--- config.mk ---
export PLATFORM = sky130hd
export DESIGN_NAME = lpg_ram
export DESIGN_NICKNAME = d
export VERILOG_FILES = /design/src/rtl/core/lpg_ram.sv
export SDC_FILE = /design/constraint.sdc
export NUM_CORES = 2
export LEC_CHECK = 0
export BUFFER_PORTS_ARGS = -buffer_cell sky130_fd_sc_hd__buf_2
export CAP_MARGIN = 20
export CORE_MARGIN = 4
export CORE_UTILIZATION = 30
export DETAILED_ROUTE_END_ITERATION = 12
export HOLD_SLACK_MARGIN = 0.12
export PLACE_DENSITY = 0.54
export SKIP_CTS_REPAIR_TIMING = 1
export SLEW_MARGIN = 20
export SYNTH_ARGS = -nofsm -noshare
export SYNTH_HDL_FRONTEND = slang
export SYNTH_SLANG_ARGS = --single-unit
export TNS_END_PERCENT = 100
--- constraint.sdc ---
create_clock -name clk -period 6 [get_ports clk]
set_input_delay 1.2 -clock clk [delete_from_list [all_inputs] [get_ports clk]]
set_output_delay 1.2 -clock clk [all_outputs]
set_load 0.03 [all_outputs]
--- src/rtl/core/lpg_ram.sv ---
// Generic simple dual-port RAM with one write port and one registered read port.
`timescale 1ns / 1ps
module lpg_ram #(
  parameter int WIDTH = 8,
  parameter int DEPTH = 256,
  localparam int AW = $clog2(DEPTH)
) (
  input  logic             clk,
  input  logic             we,
  input  logic [AW-1:0]    waddr,
  input  logic [WIDTH-1:0] wdata,
  input  logic             re,
  input  logic [AW-1:0]    raddr,
  output logic [WIDTH-1:0] rdata
);

  logic [WIDTH-1:0] mem [DEPTH];

  always_ff @(posedge clk) begin
    if (we) begin
      mem[waddr] <= wdata;
    end
    if (re) begin
      rdata <= mem[raddr];
    end
  end

endmodule

==> metrics.txt <==
vias in the first global route 39,050; final setup violation count 0; worst hold slack 770.3 ps; EDFF count, synth 2,056; clock buffer depth 3; IO Pins 35; post-synthesis register bit count 2,056; crit path cell chain buf_8 -> buf_12 -> mux4_2 -> a22oi_1 -> a21oi_1 -> nor4_1 -> buf_4 -> nor4_1; most frequent CP cell nor4_1; Critical Path End Type register; R2R depth 6; Hold Vio Cnt, Final 0; outcome completed; Die Wd 523.2 um; grt ovf 0; leakage 27.42 nW; Synth async-reset ratio 0%; clock slew at reported path FFs 60 ps; HP Class input port to register; I/O Buffers 34; Mapped Area 79,640 sq um; Crit path buffers/inverters 3; GRT Resource Usage Total 14.89%; core area 263,200 sq um; CTS tree done; DR WL/cell 27.38 um; DRC violations left 0; Row Count 188; Max VDD drop 0.0002991 V; clock latency on the worst-skew pair 840 ps; Max-slew headroom 22.97%; Iteration-0 DRC Markers 3,928; share of cells above drive strength 1 22.73%; CP max stage cell nor4_1; Mean Syn Cell Area 21.33 sq um; Synth top area share 77.53%; crit share post-route 67.37%; Setup CP Type input port to register; WL final 206,700 um; Syn. warnings 0; Unique masters post-synth 54; sequential share of the synthesized area 77.53%; vias post-DR 38,370; WP data arrival 4600 ps; Req. time, crit path 6550 ps; fin crit period 4042 ps; Synth area leader edfxtp_1; crit-path max FO 57; area occupied by multi-input gates 16,510 sq um; Die Y 523.2 um; TritonRoute pass-1 iters 5; first-pass GRT wire length 296,100 um; Max-Cap Viols 0; top post-synthesis cells by count edfxtp_1, mux4_2, nor2_1; slowest stage delay, CP 920 ps; Hold Path Depth 1; largest net degree at the start of global routing 194; Nets 3,883; Worst setup SP type input port; Sequential Area 61,740 sq um; Root Driver clkbuf_16; antenna violations before repair 16; Final WS setup 1958 ps; Final HPWL DP 125,200 um; setup TNS 0 ps; Least-Margin Pin Slew 1155 ps; filler cell count 24,370; final core utilization 34.53%; pre-CTS setup slack 919.0 ps; RSZ-0062 raised after global routing no; Final Max Slew Viols 0; total clock buffers created by CTS 206; clock sink count 2,056; Syn Nets 3,760; placed cells 7,163; Main synth FF type edfxtp_1; synthesis-to-layout area growth 14.14%; antenna-violating nets left 0; Routability Congestion 0.7890; H-tree Lvls 4; f_max 247.4 MHz; Top delay family on crit path buffers and inverters; WP depth 8; vias per cell 5.085; die area 273,800 sq um; cell with the most instances after synthesis edfxtp_1; Initial Util 30.25%; Synth Instances 3,733; Finished Layout Cells 7,547; top cells by area, synth edfxtp_1, mux4_2, mux2i_1, nor2_1, a22oi_1; Max Clock Skew 53.91 ps; PD cells 332.5 nW/um^2
kinds of logic (layout without fill, tap and decap cells):
kind of cell           count (synthesis)  count (layout)  synth area share (%)
and+or+nand+nor                      466             466                 2.625
other                                  0               2                     0
AOI/OAI and AO/OA                    385             385                 3.416
muxes                                591             591                 14.60
DFF                                 2056            2056                 77.53
buffers and inverters                235             532                 1.829
layer usage:
layer  global-route usage, %  wire length, um  up-vias
met4                   4.110             5282        0
li1                        -                -    15930
met1                   20.64            88800    20910
met5                       0                0        -
met2                   24.10           100200     1262
met3                   2.756            12360      275
through the flow:
step	instance area [sq um]	total power [mW]
final	90900	30.23
after global routing	90900	31.18
after CTS	90880	30.48
after detailed placement	84060	17.63
after global placement	84030	17.62
after floorplan	79640	16.94
worst register-to-register path, cell delays in order (launching register included):
cell and delay (ps):
edfxtp_1 350, mux4_1 550, mux4_2 470, nor2_1 140, a2111oi_1 90, nor3_1 870
nor4_1 150
layout make-up:
class | count | area share, %
Clock inverter | 131 | 1.637
Inverter | 2 | 0.008259
Timing Repair Buffer | 148 | 1.573
Antenna cell | 2 | 0.005506
Multi-Input combinational cell | 1442 | 18.16
Clock buffer | 251 | 5.857
Sequential cell | 2056 | 67.92
Tap cell | 3515 | 4.838
power breakdown:
group          total [mW]  internal (mW)  switching [mW]
Combinational        1.44          0.486           0.954
Sequential           15.9           15.8          0.0231
Clock                12.9           7.32            5.60
flip-flops by register name, summed over array words and instances, names as in the netlist:
name / count
rdata: 8
mem: 2048
path summary, 6_finish.rpt:
| check | startpoint | end | slack [ps] |
|---|---|---|---|
| max | raddr[0] | rdata[7]$_DFFE_PP_ | 1960 |
| min reg2reg | mem[50][4]$_DFFE_PP_ | rdata[4]$_DFFE_PP_ | 1220 |
| min | re | rdata[0]$_DFFE_PP_ | 770 |
| max reg2reg | mem[129][1]$_DFFE_PP_ | rdata[1]$_DFFE_PP_ | 3100 |
cell usage in the layout, fill, tap and decap left out, drive strengths merged, types with 22 or more instances in the layout:
master,Yosys,final
a21oi,96,96
a22oi,133,133
buf,122,148
bufinv,0,22
clkbuf,111,251
clkinv,1,100
edfxtp,2056,2056
mux2i,134,134
mux4,456,456
nand2,33,33
nand3,34,34
nor2,282,282
nor2b,31,31
nor3,22,22
nor4,27,27
o221ai,47,47
o22ai,28,28
No activity file was read; power rests on OpenSTA's default activity.
