$ cat config.mk
export PLATFORM = sky130hd
export DESIGN_NAME = lpg_gain
export DESIGN_NICKNAME = d
export VERILOG_FILES = /design/src/rtl/core/lpg_pkg.sv /design/src/rtl/core/lpg_gain.sv
export SDC_FILE = /design/constraint.sdc
export NUM_CORES = 2
export LEC_CHECK = 0
export CAP_MARGIN = 20
export CORE_MARGIN = 2
export CORE_UTILIZATION = 65
export CTS_CLUSTER_DIAMETER = 50
export DETAILED_ROUTE_END_ITERATION = 16
export DONT_BUFFER_PORTS = 1
export PLACE_DENSITY_LB_ADDON = 0.2
export SLEW_MARGIN = 20
export SYNTH_ARGS = -nofsm -noshare
export SYNTH_HDL_FRONTEND = slang
export SYNTH_SLANG_ARGS = --single-unit
$ cat constraint.sdc
create_clock -name clk -period 14.5 [get_ports clk]
set_clock_uncertainty 0.15 [all_clocks]
set_input_delay 2.9 -clock clk [delete_from_list [all_inputs] [get_ports clk]]
set_output_delay 2.9 -clock clk [all_outputs]
set_load 0.01 [all_outputs]
$ cat src/rtl/core/lpg_pkg.sv
// Package: sizes, word types, configuration record and register indexes of the lookahead gate.
`timescale 1ns / 1ps
package lpg_pkg;

  localparam int DELAY_DEPTH = 65536;
  localparam int PROB_DEPTH  = 4096;
  localparam int SAMPLE_BITS = 24;

  localparam int DW    = $clog2(DELAY_DEPTH);
  localparam int PW    = $clog2(PROB_DEPTH);
  localparam int CLR_W = (DW > PW) ? DW : PW;

  localparam int GAIN_W = 17;
  localparam int COEF_W = 16;
  localparam int PROB_W = 16;
  localparam int OFF_W  = 17;
  localparam int CFG_W  = 17;
  localparam int IDX_W  = 3;

  localparam logic [GAIN_W-1:0] UNITY = GAIN_W'(65536);

  localparam logic [IDX_W-1:0] CFG_DELAY_LENGTH = 3'd0;
  localparam logic [IDX_W-1:0] CFG_PROB_OFFSET  = 3'd1;
  localparam logic [IDX_W-1:0] CFG_THRESHOLD    = 3'd2;
  localparam logic [IDX_W-1:0] CFG_FLOOR_GAIN   = 3'd3;
  localparam logic [IDX_W-1:0] CFG_ATTACK_COEF  = 3'd4;
  localparam logic [IDX_W-1:0] CFG_RELEASE_COEF = 3'd5;

  localparam logic CMD_PROB_WRITE = 1'b0;
  localparam logic CMD_SAMPLE     = 1'b1;

  typedef struct packed {
    logic                          command;
    logic [11:0]                   prob_index;
    logic [PROB_W-1:0]             prob_value;
    logic signed [SAMPLE_BITS-1:0] left_in;
    logic signed [SAMPLE_BITS-1:0] right_in;
    logic                          block_start;
  } in_word_t;

  typedef struct packed {
    logic signed [SAMPLE_BITS-1:0] left_out;
    logic signed [SAMPLE_BITS-1:0] right_out;
    logic [GAIN_W-1:0]             gain;
    logic [PROB_W-1:0]             probability;
    logic [SAMPLE_BITS-1:0]        in_peak;
    logic [SAMPLE_BITS-1:0]        out_peak;
  } out_word_t;

  typedef struct packed {
    logic [15:0]             delay_length;
    logic signed [OFF_W-1:0] prob_offset;
    logic [PROB_W-1:0]       threshold;
    logic [GAIN_W-1:0]       floor_gain;
    logic [COEF_W-1:0]       attack_coef;
    logic [COEF_W-1:0]       release_coef;
  } cfg_t;

  typedef struct packed {
    logic env_pick;
    logic env_update;
    logic scale;
  } gain_ctrl_t;

endpackage

$ cat src/rtl/core/lpg_gain.sv
// Envelope follower and stereo gain multiply stages of the lookahead gate.
`timescale 1ns / 1ps
module lpg_gain (
  input  logic                                   clk,
  input  logic                                   rst_n,
  input  lpg_pkg::gain_ctrl_t                    ctrl,
  input  lpg_pkg::cfg_t                          cfg,
  input  logic [lpg_pkg::PROB_W-1:0]             prob,
  input  logic signed [lpg_pkg::SAMPLE_BITS-1:0] dl,
  input  logic signed [lpg_pkg::SAMPLE_BITS-1:0] dr,
  output logic [lpg_pkg::GAIN_W-1:0]             env,
  output logic signed [lpg_pkg::SAMPLE_BITS-1:0] ol,
  output logic signed [lpg_pkg::SAMPLE_BITS-1:0] orr
);
  import lpg_pkg::*;

  localparam int M1_W  = COEF_W + GAIN_W;
  localparam int ACC_W = M1_W + 1;
  localparam int PR_W  = SAMPLE_BITS + GAIN_W + 1;

  logic [GAIN_W-1:0]     env_r, env_nxt;
  logic [M1_W-1:0]       m1_r;
  logic [GAIN_W-1:0]     tgt_r, ncoef_r;
  logic signed [PR_W-1:0] pl_r, pr_r;

  logic [GAIN_W-1:0] target;
  logic [COEF_W-1:0] coef;
  logic [ACC_W-1:0]  acc;
  logic [GAIN_W:0]   acc_hi;

  always_comb begin
    target  = (prob < cfg.threshold) ? UNITY : cfg.floor_gain;
    coef    = (target < env_r) ? cfg.attack_coef : cfg.release_coef;
    acc     = ACC_W'(m1_r) + ACC_W'(ncoef_r * tgt_r);
    acc_hi  = (GAIN_W + 1)'(acc >> 16);
    env_nxt = (acc_hi > (GAIN_W + 1)'(UNITY)) ? UNITY : acc_hi[GAIN_W-1:0];
  end

  always_ff @(posedge clk) begin
    if (!rst_n) begin
      env_r <= UNITY;
    end else if (ctrl.env_update) begin
      env_r <= env_nxt;
    end
  end

  always_ff @(posedge clk) begin
    if (ctrl.env_pick) begin
      m1_r    <= M1_W'(coef * env_r);
      tgt_r   <= target;
      ncoef_r <= UNITY - GAIN_W'(coef);
    end
    if (ctrl.scale) begin
      pl_r <= PR_W'(dl) * $signed({1'b0, env_r});
      pr_r <= PR_W'(dr) * $signed({1'b0, env_r});
    end
  end

  assign env = env_r;
  assign ol  = SAMPLE_BITS'(pl_r >>> 16);
  assign orr = SAMPLE_BITS'(pr_r >>> 16);

endmodule

==> out/metrics.cfg <==
[run_status]
run_status=finished clean

[sta]
final_max_slew_viol_count=0
grt_setup_unrepaired=false
fmaxAchievable_ghz=0.0748
finalHoldViolCount=0
tns_ns=0
minimum_clock_period_after_layout_ns=13.37
report.final.setup_viol=0
slew-limit-headroom_pct=34.2
worst-slew-pin-transition_ns=0.988
post-route-period-util_pct=92.2

[synth]
synth_top_area_cell=sky130_fd_sc_hd__fa_1
post_synth.cell_area_avg_um2=9.27
synth_top_area_share_pct=48.6
yosysSeqAreaShare_pct=7.44
synthFlopType=sky130_fd_sc_hd__edfxtp_1
post_synth_net_total=7328
post_synth_num_cell_types=70
edff_count_synth=115
post_synth_inst_count=5501
post_synth_design_cell_area_um2=51000
synthesis.yosys.warnings=0
synth_area_leaders=sky130_fd_sc_hd__fa_1, sky130_fd_sc_hd__ha_1, sky130_fd_sc_hd__inv_1
postSynthRegisterBits=132
share_of_flip_flops_with_an_asynchronous_set_or_reset_after_synthesis_pct=0

[critical_path]
worst_setup_path_end_kind=flop
critical_path_peak_fanout=17
path_delay_family=adder cells
setup.worst_path.class=in2reg
critical_path_slowest_stage_cell=sky130_fd_sc_hd__mux2i_2
worst_path_most_repeated_cell=sky130_fd_sc_hd__fa_1
startpoint_type=input port
cp_data_arrival_time_ns=13.46
slowest_cell_delay_on_critical_path_ns=0.78
cp_data_required_time_ns=14.59
critPathBufInv=8

[floorplan]
core.rowCount=102
initial_utilization_pct=65.7
boundary_pin_count=232
core-area_um2=77600
chipHeight_um=284
die-area_um2=80700
die_w_um=284

[cts]
clkLatencyLatePin_ns=0.49
clock_path_buffers=2
cts-root-buf=sky130_fd_sc_hd__clkbuf_16
cts-resized-gates=0
cts-htree-levels=4
cts_setup_buffers=0
numClockSinks=132
clock_slew_seen_by_the_registers_of_the_worst_setup_and_hold_paths_ns=0.07
cts_tree=yes
hold_buffers=0
cts_inserted_buffers=17

[global_route]
use_met2_pct=55.8
groute.layer.met1.usage_pct=42.6
grt_antenna_before_repair=3
met3_usage_pct=5.15
globalRouteTotalUtil_pct=32.8
grt_pass1_vias=40194
grt_pass1_wl_um=208000
global_route.overflow_total=0
largest_net_degree_at_the_start_of_global_routing=68
grt.busiest_layer=met2

[detailed_routing]
drt_iter0_markers=2154
routed_wire_length_per_instance_um=19.3
routed-via-count=35791
detail-route-antenna-nets=0
drt_drc_violations_left=0
finalWirelength_um=123000
dr.pass1.iters=5
post_drt_via_cell_ratio=5.61

[placement]
dp_hpwl_um=95200
portBuffers=0
gpl.final_weighted_congestion=0.931
placed_cells_incl_taps=6342

[layout]
layout-drive-gt1-share_pct=2.25
flow.area_growth_from_synthesis_pct=2.47
number_of_nets_in_the_final_layout=7148
finalNonFillerCells=6380

[job]
max_capacitance_violation_count=0

[min_path]
holdCritPathClass=reg2reg

Yosys cell counts (4+ instances only):
| cell | number |
|---|---|
| sky130_fd_sc_hd__a31o_2 | 5 |
| sky130_fd_sc_hd__buf_1 | 6 |
| sky130_fd_sc_hd__mux2i_1 | 8 |
| sky130_fd_sc_hd__a21oi_1 | 74 |
| sky130_fd_sc_hd__or2_2 | 7 |
| sky130_fd_sc_hd__o21bai_1 | 10 |
| sky130_fd_sc_hd__inv_1 | 1403 |
| sky130_fd_sc_hd__nor2_1 | 166 |
| sky130_fd_sc_hd__o31ai_1 | 4 |
| sky130_fd_sc_hd__a22o_1 | 15 |
| sky130_fd_sc_hd__nand2b_1 | 18 |
| sky130_fd_sc_hd__a211o_1 | 4 |
| sky130_fd_sc_hd__and2_1 | 482 |
| sky130_fd_sc_hd__edfxtp_1 | 115 |
| sky130_fd_sc_hd__clkbuf_1 | 221 |
| sky130_fd_sc_hd__a21o_1 | 35 |
| sky130_fd_sc_hd__mux2_2 | 18 |
| sky130_fd_sc_hd__dfxtp_1 | 17 |
| sky130_fd_sc_hd__nor2b_1 | 32 |
| sky130_fd_sc_hd__nand2_1 | 845 |
| sky130_fd_sc_hd__nand4_1 | 14 |
| sky130_fd_sc_hd__and3_1 | 8 |
| sky130_fd_sc_hd__o21a_1 | 19 |
| sky130_fd_sc_hd__ha_1 | 423 |
| sky130_fd_sc_hd__fa_1 | 1237 |
| sky130_fd_sc_hd__xnor2_1 | 95 |
| sky130_fd_sc_hd__nor3_1 | 29 |
| sky130_fd_sc_hd__nand3_1 | 27 |
| sky130_fd_sc_hd__o211ai_1 | 11 |
| sky130_fd_sc_hd__clkinv_1 | 6 |
| sky130_fd_sc_hd__a31oi_1 | 10 |
| sky130_fd_sc_hd__o21ai_0 | 38 |
| sky130_fd_sc_hd__xor2_1 | 30 |
| sky130_fd_sc_hd__a211oi_1 | 15 |
metrics by stage:
stage	hold slack [ns]	setup slack (ns)	area [µm²]	util, %
2_1_floorplan	0.562	1.80	51000	-
4_1_cts	0.635	1.28	52200	67.3
6_report	0.628	1.13	52200	67.3
5_1_grt	0.646	0.511	52200	67.3
3_3_place_gp	0.615	0.894	51700	66.6
3_5_place_dp	0.621	0.769	51700	66.6
kinds of logic after synthesis:
| kind of cell | after synthesis | share of synthesized area (%) |
|---|---|---|
| multiplexers | 28 | 0.609 |
| adder cells (fa/ha/maj) | 1660 | 59.0 |
| AND/OR/NAND/NOR | 1643 | 15.1 |
| buffers and inverters | 1641 | 12.1 |
| flip-flops | 132 | 7.44 |
| AO/OA/AOI/OAI | 272 | 3.62 |
| XOR/XNOR | 125 | 2.15 |
routing by layer:
layer  wire length [µm]  up-vias
li1                   -    15630
met1              47700    18487
met2              60900     1383
met3               9670      285
met4               4820        6
met5                 37        -
cell type report:
cell class	count	area, µm²
multi-input combinational	3728	41000
timing repair buffer	33	248
tap	1040	1300
inverter	1409	5290
clock buffer	17	425
sequential	132	3810
fill	6278	25400
antenna	6	15.0
clock inverter	15	131
registers in the layout (all words and copies together) (netlist names):
name,flops
m1_r,33
pl_r,24
pr_r,24
env,17
ncoef_r,17
tgt_r,17
final timing paths:
path	startpoint	to	depth (start not counted)	slack (ns)
max	cfg[58]	m1_r[32]	41	1.13
min	env[0]	m1_r[0]	2	0.63
max reg2reg	env[3]	m1_r[32]	30	3.59
min reg2reg	env[0]	m1_r[0]	2	0.63
worst reg2reg max path: cells and delay by family (launching register included):
| family | cells | cell delay (ns) |
|---|---|---|
| simple gates | 7 | 1.61 |
| buf+inv | 6 | 1.25 |
| fa+ha+maj | 8 | 3.86 |
| compound gates | 7 | 2.08 |
| mux | 1 | 0.78 |
| xor+xnor | 1 | 0.08 |
| flops | 1 | 0.86 |
cells in the final DEF (no fill, tap or decap), types with 10 or more instances in the layout:
master                      netlist  routed
sky130_fd_sc_hd__a211oi_1        15      15
sky130_fd_sc_hd__and2_1         482     482
sky130_fd_sc_hd__mux2_2          18      18
sky130_fd_sc_hd__nand2b_1        18      18
sky130_fd_sc_hd__ha_1           423     423
sky130_fd_sc_hd__edfxtp_1       115     115
sky130_fd_sc_hd__xnor2_1         95      95
sky130_fd_sc_hd__fa_1          1237    1237
sky130_fd_sc_hd__clkbuf_16        0      17
sky130_fd_sc_hd__nand2_1        845     845
sky130_fd_sc_hd__a21o_1          35      35
sky130_fd_sc_hd__nor2b_1         32      31
sky130_fd_sc_hd__nor3_1          29      29
sky130_fd_sc_hd__nand3_1         27      27
sky130_fd_sc_hd__o211ai_1        11      11
sky130_fd_sc_hd__nor2_1         166     166
sky130_fd_sc_hd__dfxtp_2          0      17
sky130_fd_sc_hd__a22o_1          15      15
sky130_fd_sc_hd__inv_1         1403    1403
sky130_fd_sc_hd__a31oi_1         10      10
sky130_fd_sc_hd__o21bai_1        10      10
sky130_fd_sc_hd__nand4_1         14      14
sky130_fd_sc_hd__a21oi_1         74      74
sky130_fd_sc_hd__buf_4            1      33
sky130_fd_sc_hd__o21ai_0         38      38
sky130_fd_sc_hd__xor2_1          30      30
sky130_fd_sc_hd__o21a_1          19      19
Power is not shown: default switching activity piles up to over one toggle a cycle in this logic, so the estimate is an artifact.
